[config.mk]
export PLATFORM = sky130hd
export DESIGN_NAME = in_order_release_buffer
export DESIGN_NICKNAME = d
export VERILOG_FILES = /design/src/rtl/iorb_pkg.sv /design/src/rtl/iorb_ctrl.sv /design/src/rtl/iorb_dpath.sv /design/src/rtl/in_order_release_buffer.sv
export SDC_FILE = /design/constraint.sdc
export NUM_CORES = 1
export LEC_CHECK = 0
export BUFFER_PORTS_ARGS = -buffer_cell sky130_fd_sc_hd__buf_2
export CORE_MARGIN = 3
export CORE_UTILIZATION = 55
export DETAILED_ROUTE_END_ITERATION = 10
export PLACE_DENSITY = 0.75
export SYNTH_ARGS = -nofsm -noshare
export SYNTH_HDL_FRONTEND = slang
export SYNTH_SLANG_ARGS = --single-unit
export TNS_END_PERCENT = 30
[constraint.sdc]
create_clock -name clk -period 7 [get_ports clk]
set_input_delay 1.4 -clock clk [delete_from_list [all_inputs] [get_ports clk]]
set_output_delay 1.4 -clock clk [all_outputs]
set_load 0.02 [all_outputs]
[src/rtl/iorb_pkg.sv]
`default_nettype none
// ----------------------------------------------------------------------------
// iorb_pkg
// Shared types and constants for the in-order release buffer: sequence width,
// parameter defaults, mode and status codes, controller states and the
// command and status bundles between controller and datapath.
// ----------------------------------------------------------------------------
package iorb_pkg;

	localparam int SEQ_BITS         = 16;
	localparam int WINDOW_DEF       = 16;
	localparam int PAYLOAD_BITS_DEF = 32;

	localparam logic MODE_RECORD  = 1'b0;
	localparam logic MODE_ABANDON = 1'b1;

	localparam logic STATUS_RELEASE = 1'b0;
	localparam logic STATUS_REJECT  = 1'b1;

	typedef enum logic [1:0] {
		ST_IDLE,
		ST_EVAL,
		ST_DRAIN_RD,
		ST_DRAIN_EX
	} state_t;

	typedef struct packed {
		logic cap;
		logic reject;
		logic store;
		logic head;
		logic step;
		logic flush;
	} cmd_t;

	typedef struct packed {
		logic dist_zero;
		logic in_window;
		logic hit;
	} sts_t;

endpackage
`default_nettype wire

[src/rtl/iorb_ctrl.sv]
`default_nettype none
// ----------------------------------------------------------------------------
// iorb_ctrl
// Controller: accepts a request, classifies it against the expected number
// and sequences the retire and drain walk through the window.
// ----------------------------------------------------------------------------
module iorb_ctrl (
	input  wire              clk,
	input  wire              arst_n,
	input  wire              start,
	output logic             busy,
	input  iorb_pkg::sts_t   sts,
	output iorb_pkg::cmd_t   cmd
);
	import iorb_pkg::*;

	state_t state_q;
	state_t state_d;

	always_ff @(posedge clk or negedge arst_n) begin
		if (!arst_n) begin
			state_q <= ST_IDLE;
		end else begin
			state_q <= state_d;
		end
	end

	always_comb begin
		state_d = state_q;
		cmd     = '0;
		busy    = 1'b1;
		case (state_q)
			ST_IDLE: begin
				busy = 1'b0;
				if (start) begin
					cmd.cap = 1'b1;
					state_d = ST_EVAL;
				end
			end
			ST_EVAL: begin
				if (sts.dist_zero) begin
					cmd.head = 1'b1;
					state_d  = ST_DRAIN_RD;
				end else if (sts.in_window) begin
					cmd.store = 1'b1;
					state_d   = ST_IDLE;
				end else begin
					cmd.reject = 1'b1;
					state_d    = ST_IDLE;
				end
			end
			ST_DRAIN_RD: begin
				state_d = ST_DRAIN_EX;
			end
			ST_DRAIN_EX: begin
				if (sts.hit) begin
					cmd.step = 1'b1;
					state_d  = ST_DRAIN_RD;
				end else begin
					cmd.flush = 1'b1;
					state_d   = ST_IDLE;
				end
			end
			default: begin
				state_d = ST_IDLE;
			end
		endcase
	end

endmodule
`default_nettype wire

[src/rtl/iorb_dpath.sv]
`default_nettype none
// ----------------------------------------------------------------------------
// iorb_dpath
// Datapath: request capture, expected number and its window index, pending
// slot flags and storage, one-deep hold of the next released record so the
// final result can be marked, and the result register.
// ----------------------------------------------------------------------------
module iorb_dpath #(
	parameter int WINDOW       = iorb_pkg::WINDOW_DEF,
	parameter int PAYLOAD_BITS = iorb_pkg::PAYLOAD_BITS_DEF
) (
	input  wire                             clk,
	input  wire                             arst_n,
	input  iorb_pkg::cmd_t                  cmd,
	output iorb_pkg::sts_t                  sts,
	input  wire                             mode,
	input  wire [iorb_pkg::SEQ_BITS-1:0]    seq_num,
	input  wire [PAYLOAD_BITS-1:0]          payload,
	output logic                            valid,
	output logic                            status,
	output logic [PAYLOAD_BITS-1:0]         out_payload,
	output logic [iorb_pkg::SEQ_BITS-1:0]   out_seq,
	output logic                            last
);
	import iorb_pkg::*;

	localparam int IDX_W    = (WINDOW > 1) ? $clog2(WINDOW) : 1;
	localparam int SUM_W    = IDX_W + 2;
	localparam int SEQ_SPAN = 2 ** SEQ_BITS;
	localparam int WRAP_ADJ = (WINDOW - (SEQ_SPAN % WINDOW)) % WINDOW;
	localparam logic [SUM_W-1:0] W1_S  = SUM_W'(WINDOW);
	localparam logic [SUM_W-1:0] W2_S  = SUM_W'(2 * WINDOW);
	localparam logic [SUM_W-1:0] ADJ_S = SUM_W'(WRAP_ADJ);
	localparam logic [IDX_W-1:0] IDX_LAST = IDX_W'(WINDOW - 1);

	// captured request
	logic                    mode_q;
	logic [SEQ_BITS-1:0]     seq_q;
	logic [PAYLOAD_BITS-1:0] pay_q;

	// retire position
	logic [SEQ_BITS-1:0]     exp_q;
	logic [IDX_W-1:0]        idx_q;

	// pending slots
	logic [WINDOW-1:0]       slot_vld_q;
	logic                    mem_aband [WINDOW];
	logic [PAYLOAD_BITS-1:0] mem_pay [WINDOW];
	logic                    rd_aband_q;
	logic [PAYLOAD_BITS-1:0] rd_pay_q;

	// held record awaiting its last flag
	logic                    pend_q;
	logic [PAYLOAD_BITS-1:0] pend_pay_q;
	logic [SEQ_BITS-1:0]     pend_seq_q;

	// result register
	logic                    res_vld_q;
	logic                    res_status_q;
	logic [PAYLOAD_BITS-1:0] res_pay_q;
	logic [SEQ_BITS-1:0]     res_seq_q;
	logic                    res_last_q;

	logic [SEQ_BITS-1:0]     delta;
	logic                    wrap;
	logic [SUM_W-1:0]        slot_sum;
	logic [SUM_W-1:0]        slot_red;
	logic [IDX_W-1:0]        slot;
	logic [IDX_W-1:0]        idx_next;
	logic                    advance;
	logic                    take_rec;
	logic                    emit_pend;

	// slot of the captured number, seq mod window, from the expected index
	always_comb begin
		delta    = seq_q - exp_q;
		wrap     = (seq_q < exp_q);
		slot_sum = SUM_W'(idx_q) + SUM_W'(delta[IDX_W-1:0]) + (wrap ? ADJ_S : '0);
		if (slot_sum >= W2_S) begin
			slot_red = slot_sum - W2_S;
		end else if (slot_sum >= W1_S) begin
			slot_red = slot_sum - W1_S;
		end else begin
			slot_red = slot_sum;
		end
		slot = slot_red[IDX_W-1:0];
	end

	always_comb begin
		if (exp_q == '1 || idx_q == IDX_LAST) begin
			idx_next = '0;
		end else begin
			idx_next = idx_q + IDX_W'(1);
		end
	end

	assign advance   = cmd.head || cmd.step;
	assign take_rec  = (cmd.head && mode_q == MODE_RECORD) || (cmd.step && !rd_aband_q);
	assign emit_pend = pend_q && ((cmd.step && !rd_aband_q) || cmd.flush);

	assign sts.dist_zero = (delta == '0);
	assign sts.in_window = (delta < SEQ_BITS'(WINDOW));
	assign sts.hit       = slot_vld_q[idx_q];

	always_ff @(posedge clk) begin
		if (cmd.cap) begin
			mode_q <= mode;
			seq_q  <= seq_num;
			pay_q  <= payload;
		end
	end

	// slot storage
	always_ff @(posedge clk) begin
		if (cmd.store) begin
			mem_aband[slot] <= mode_q;
			mem_pay[slot]   <= (mode_q == MODE_ABANDON) ? '0 : pay_q;
		end
		rd_aband_q <= mem_aband[idx_q];
		rd_pay_q   <= mem_pay[idx_q];
	end

	always_ff @(posedge clk or negedge arst_n) begin
		if (!arst_n) begin
			exp_q      <= '0;
			idx_q      <= '0;
			slot_vld_q <= '0;
			pend_q     <= 1'b0;
			res_vld_q  <= 1'b0;
		end else begin
			res_vld_q <= cmd.reject || emit_pend;
			if (cmd.store) begin
				slot_vld_q[slot] <= 1'b1;
			end
			if (advance) begin
				slot_vld_q[idx_q] <= 1'b0;
				exp_q             <= exp_q + SEQ_BITS'(1);
				idx_q             <= idx_next;
			end
			if (cmd.head) begin
				pend_q <= (mode_q == MODE_RECORD);
			end else if (cmd.step && !rd_aband_q) begin
				pend_q <= 1'b1;
			end else if (cmd.flush) begin
				pend_q <= 1'b0;
			end
		end
	end

	always_ff @(posedge clk) begin
		if (take_rec) begin
			pend_pay_q <= cmd.head ? pay_q : rd_pay_q;
			pend_seq_q <= exp_q;
		end
		if (cmd.reject) begin
			res_status_q <= STATUS_REJECT;
			res_pay_q    <= '0;
			res_seq_q    <= seq_q;
			res_last_q   <= 1'b1;
		end else if (emit_pend) begin
			res_status_q <= STATUS_RELEASE;
			res_pay_q    <= pend_pay_q;
			res_seq_q    <= pend_seq_q;
			res_last_q   <= cmd.flush;
		end
	end

	assign valid       = res_vld_q;
	assign status      = res_status_q;
	assign out_payload = res_pay_q;
	assign out_seq     = res_seq_q;
	assign last        = res_last_q;

`ifndef SYNTHESIS
	a_reject_shape: assert property (@(posedge clk) disable iff (!arst_n)
		(valid && status == STATUS_REJECT) |-> (last && out_payload == '0))
		else $error("reject result malformed");

	a_store_sets_slot: assert property (@(posedge clk) disable iff (!arst_n)
		cmd.store |=> slot_vld_q[$past(slot)])
		else $error("stored slot not marked pending");

	a_advance_expected: assert property (@(posedge clk) disable iff (!arst_n)
		advance |=> (exp_q == $past(exp_q) + SEQ_BITS'(1)))
		else $error("expected number did not advance");

	a_flush_marks_last: assert property (@(posedge clk) disable iff (!arst_n)
		(cmd.flush && pend_q) |=> (valid && last && status == STATUS_RELEASE))
		else $error("held record not released as last");

	a_no_drop_pending: assert property (@(posedge clk) disable iff (!arst_n)
		(cmd.step && !rd_aband_q && pend_q) |=> (valid && !last))
		else $error("held record lost during drain");
`endif

endmodule
`default_nettype wire

[src/rtl/in_order_release_buffer.sv]
`default_nettype none
// ----------------------------------------------------------------------------
// in_order_release_buffer
// Releases tagged completions strictly in sequence order through a window of
// pending slots; out-of-window completions are rejected with a status result.
// ----------------------------------------------------------------------------
// A store or reject holds busy through the evaluate state after the accepting
//   edge; a reject result shows in the cycle after that. A request at the
//   expected number also holds busy for a read and an examine state per slot
//   walked, the drained ones and the empty one (registered slot read).
// Results are strobed by valid for one cycle each; the receiver cannot stall.
// Reset clears the expected number, all pending flags and the controller.
module in_order_release_buffer #(
	parameter int WINDOW       = iorb_pkg::WINDOW_DEF,
	parameter int PAYLOAD_BITS = iorb_pkg::PAYLOAD_BITS_DEF
) (
	input  wire                             clk,
	input  wire                             arst_n,
	input  wire                             start,
	output logic                            busy,
	input  wire                             mode,
	input  wire [iorb_pkg::SEQ_BITS-1:0]    seq_num,
	input  wire [PAYLOAD_BITS-1:0]          payload,
	output logic                            valid,
	output logic                            status,
	output logic [PAYLOAD_BITS-1:0]         out_payload,
	output logic [iorb_pkg::SEQ_BITS-1:0]   out_seq,
	output logic                            last
);
	import iorb_pkg::*;

	cmd_t cmd;
	sts_t sts;

	iorb_ctrl u_ctrl (
		.clk    (clk),
		.arst_n (arst_n),
		.start  (start),
		.busy   (busy),
		.sts    (sts),
		.cmd    (cmd)
	);

	iorb_dpath #(
		.WINDOW       (WINDOW),
		.PAYLOAD_BITS (PAYLOAD_BITS)
	) u_dpath (
		.clk         (clk),
		.arst_n      (arst_n),
		.cmd         (cmd),
		.sts         (sts),
		.mode        (mode),
		.seq_num     (seq_num),
		.payload     (payload),
		.valid       (valid),
		.status      (status),
		.out_payload (out_payload),
		.out_seq     (out_seq),
		.last        (last)
	);

endmodule
`default_nettype wire

==> reports/qor.csv <==
stage;metric;value;unit
final_layout;layout.nets;1706;
floorplan;ios;104;
yosys;syn_inst;1494;
final_layout;area_growth;13.11;%
worst_hold_path;hold_class;reg -> reg;
sta;finalHoldViolations;0;
yosys;yosysTopAreaCell;edfxtp_1;
yosys;synthArstFlopShare;0.05348;
yosys;avgSynthCellArea;19.45;um^2
placement;place_congestion;0.8303;
grt;grt_max_degree;56;
worst_setup_path;path_max_fanout;17;
yosys;synthXorXnorAreaFrac;0.008999;
clock_network;cts_buffers;75;
yosys;ys.flop_type;edfxtp_1;
placement;place_area;30420;um^2
final_layout;drive_gt1_frac;0.2750;
yosys;synth_adder_area_share;0.01128;
pwr;ir_drop;0.0002081;V
floorplan;num_rows;83;
floorplan;die_x;235.9;um
yosys;synth-compound-area-share;0.03147;
detailed_routing;ant_nets;0;
final_layout;regArea;21600;um^2
clock_network;cts-root-buf;clkbuf_16;
detailed_routing;avgViaCountPerCell;6.119;
detailed_routing;first_iter_violations;1319;
clock_network;cts_tree;done;
sta;min_period_over_period;0.6738;
yosys;ys_types;63;
detailed_routing;top_layer_used;met4;
worst_setup_path;worst_ep_required_time;7.26;ns
grt;antenna_found_initial;0;
clock_network;clk_pin_slew;0.06;ns
sta;fin_worst_skew;0.01810;ns
yosys;synth_top_family_by_area;multiplexers;
sta;rsz0062_at_grt;false;
detailed_routing;wl_met1;24.80;mm
clock_network;ctsResizeCount;0;
floorplan;start_util;0.5608;
yosys;synth.area.top_cells;edfxtp_1, mux4_2, dfxtp_1;
worst_setup_path;arrival;4.98;ns
detailed_routing;routed_wl;61.12;mm
clock_network;cts_sinks;748;
sta;post-route-min-period;4.716;ns
grt;grt_first_pass_wirelength;93.32;mm
clock_network;clock_path_buffers;3;
final_layout;final_area;32870;um^2
worst_setup_path;setup.worst_path.start_class;register;
floorplan;coreArea;51820;um^2
pwr;power_density;298.7;nW/um^2
detailed_routing;met3_length;4.122;mm
yosys;netlist.area_leader.share;0.6624;
yosys;syn-num-nets;1571;
yosys;yosysSeqAreaShare;0.7430;
clock_network;postCtsSetupRepairBufs;0;
final_layout;fillCellCount;3444;
sta;worst_pin_slew;1.151;ns
detailed_routing;wl_met2;30.46;mm
detailed_routing;first_pass_iters;5;
grt;grt_pass1_vias;15060;
clock_network;insertion_delay;0.61;ns
worst_setup_path;r2r_setup_slack;2.28;ns
floorplan;die_area;55630;um^2
clock_network;postCtsHoldBufs;0;
yosys;synth_warnings;0;
placement;io_buffers;103;
clock_network;htreeDepth;3;
yosys;syn_area;29060;um^2
sta;tns;0;ns
final_layout;multiInputGateArea;7137;um^2
flow_run;maxCapViolCount;0;
worst_setup_path;crit_type;reg -> reg;
detailed_routing;dr_total_vias;14510;
sta;maxSlewHeadroom;0.2326;
yosys;synth_edf_count;641;
yosys;synthMuxAreaShare;0.1518;
floorplan;die_y;235.9;um
sta;fmax;212.0;MHz
placement;dp_hpwl;31.99;mm
status;outcome;complete, no violations;
final_layout;antenna_cells;0;
grt;track_usage;0.2237;
detailed_routing;drc;0;
sta;drv_slew;0;
grt;grt.overflow.total;0;
yosys;ys_ff_latch;748;
detailed_routing;wl_per_cell;25.78;um
pwr;p_leak;10.66;nW
sta;setup_viol;0;
yosys;yosys.area_share.simple;0.03871;
worst_setup_path;endpoint_kind;register;
==> metrics by stage <==
stage                     power, W  hold WS [ns]  utilization  setup WS [ns]  std cells
after floorplan           0.005691        0.4249            -         0.4895       1494
after global placement    0.005916        0.4294       0.5870          2.411       2232
after detailed placement  0.005947        0.4378       0.5870          2.315       2232
after CTS                 0.009893        0.4524       0.6343          2.268       2371
after global routing       0.01014        0.4708       0.6343          1.996       2371
final                     0.009818        0.4501       0.6343          2.284       2371
==> kinds of logic after synthesis <==
group | after synthesis
DFF | 748
and+or+nand+nor | 224
muxes | 222
AOI/OAI and AO/OA | 145
buffers and inverters | 101
xor gates and xnor gates | 29
adders and majority gates | 25
==> final cells by class <==
cell class | count | share of cell area
tap | 680 | 0.02589
clock inverter | 40 | 0.01191
sequential | 748 | 0.6572
timing repair buffer | 131 | 0.02208
clock buffer | 99 | 0.06262
multi-input combinational | 645 | 0.2171
inverter | 28 | 0.003198
==> synthesized netlist by cell type, types with 5 or more instances <==
cell type  count
buf_1         19
mux2_2         6
nand3_1       17
nand4_1        6
inv_1         28
clkbuf_1      34
or3_1          5
a21oi_1       78
and3_1         8
xnor2_1       20
nor2b_1       37
edfxtp_1     641
and2_1         5
mux4_2       170
xor2_1         8
dfxtp_1       67
a31oi_1       16
nor2_1        27
a21o_1         7
nor4_1         9
o2111ai_1      5
mux2_1        44
ha_1          23
dfrtp_1       40
buf_2         16
nand2_1       87
==> metal layers <==
| layer | GRT usage | vias to the layer above |
|---|---|---|
| met1 | 0.3081 | 7556 |
| met3 | 0.04501 | 125 |
| met4 | 0.06803 | 0 |
| li1 | - | 6270 |
| met2 | 0.3669 | 557 |
| met5 | 0 | - |
==> critical path: stages (launching register included) <==
cell and delay [ns]:
dfrtp_1 0.43, ha_1 0.26, fa_1 0.46, and2b_1 0.25, o2111ai_2 0.20, a21oi_2 0.23
o221a_2 0.23, o22ai_1 0.08, nand4b_1 0.23, or4_1 0.85, nor2_4 0.71, buf_4 0.43
==> power breakdown <==
part | internal [W] | total, W | switching (W)
clock network | 0.00231 | 0.00397 | 0.00166
registers | 0.00509 | 0.00514 | 0.0000501
logic | 0.000188 | 0.000708 | 0.000520
==> registers in the layout, indices dropped and copies added, names as in the netlist, 16 cells and up <==
register / count
u_dpath.out_payload: 32
u_dpath.seq_q: 16
u_dpath.pend_seq_q: 16
u_dpath.exp_q: 16
u_dpath.rd_pay_q: 32
u_dpath.pend_pay_q: 32
u_dpath.mem_aband: 16
u_dpath.mem_pay: 512
u_dpath.slot_vld_q: 16
u_dpath.out_seq: 16
u_dpath.pay_q: 32
==> placed cells by master, fill, tap and decap left out, types with 5 or more instances in the layout <==
| cell type | synthesis | final |
|---|---|---|
| dfxtp_1 | 67 | 67 |
| nand2_1 | 87 | 87 |
| clkbuf_16 | 0 | 76 |
| dfrtp_1 | 40 | 36 |
| mux2_1 | 44 | 44 |
| or3_1 | 5 | 5 |
| buf_2 | 16 | 103 |
| edfxtp_1 | 641 | 641 |
| a31oi_1 | 16 | 16 |
| mux2_2 | 6 | 6 |
| clkbuf_8 | 0 | 7 |
| a21oi_1 | 78 | 78 |
| xor2_1 | 8 | 8 |
| inv_1 | 28 | 28 |
| nand3_1 | 17 | 17 |
| nand4_1 | 6 | 6 |
| clkbuf_1 | 34 | 16 |
| nor4_1 | 9 | 5 |
| o2111ai_1 | 5 | 5 |
| bufinv_16 | 0 | 6 |
| clkinv_2 | 0 | 20 |
| a21o_1 | 7 | 7 |
| ha_1 | 23 | 23 |
| nor2b_1 | 37 | 37 |
| nor2_4 | 0 | 5 |
| nor2_1 | 27 | 22 |
| buf_4 | 0 | 28 |
| mux4_2 | 170 | 170 |
| clkinv_1 | 0 | 5 |
| xnor2_1 | 20 | 20 |
| nor4_2 | 1 | 5 |
==> path summary, 6_finish.rpt <==
kind,start,end,cells after the start
min in group asynchronous,arst_n,u_dpath.exp_q[7],1
min reg2reg,u_dpath.out_payload[28],u_dpath.out_payload[28],2
min,u_dpath.out_payload[28],u_dpath.out_payload[28],2
max in group asynchronous,arst_n,u_dpath.idx_q[0],1
max reg2reg,u_dpath.exp_q[0],u_dpath.mem_pay[5][26],11
max,u_dpath.exp_q[0],u_dpath.mem_pay[5][26],11
No activity file was read; power rests on OpenSTA's default activity.
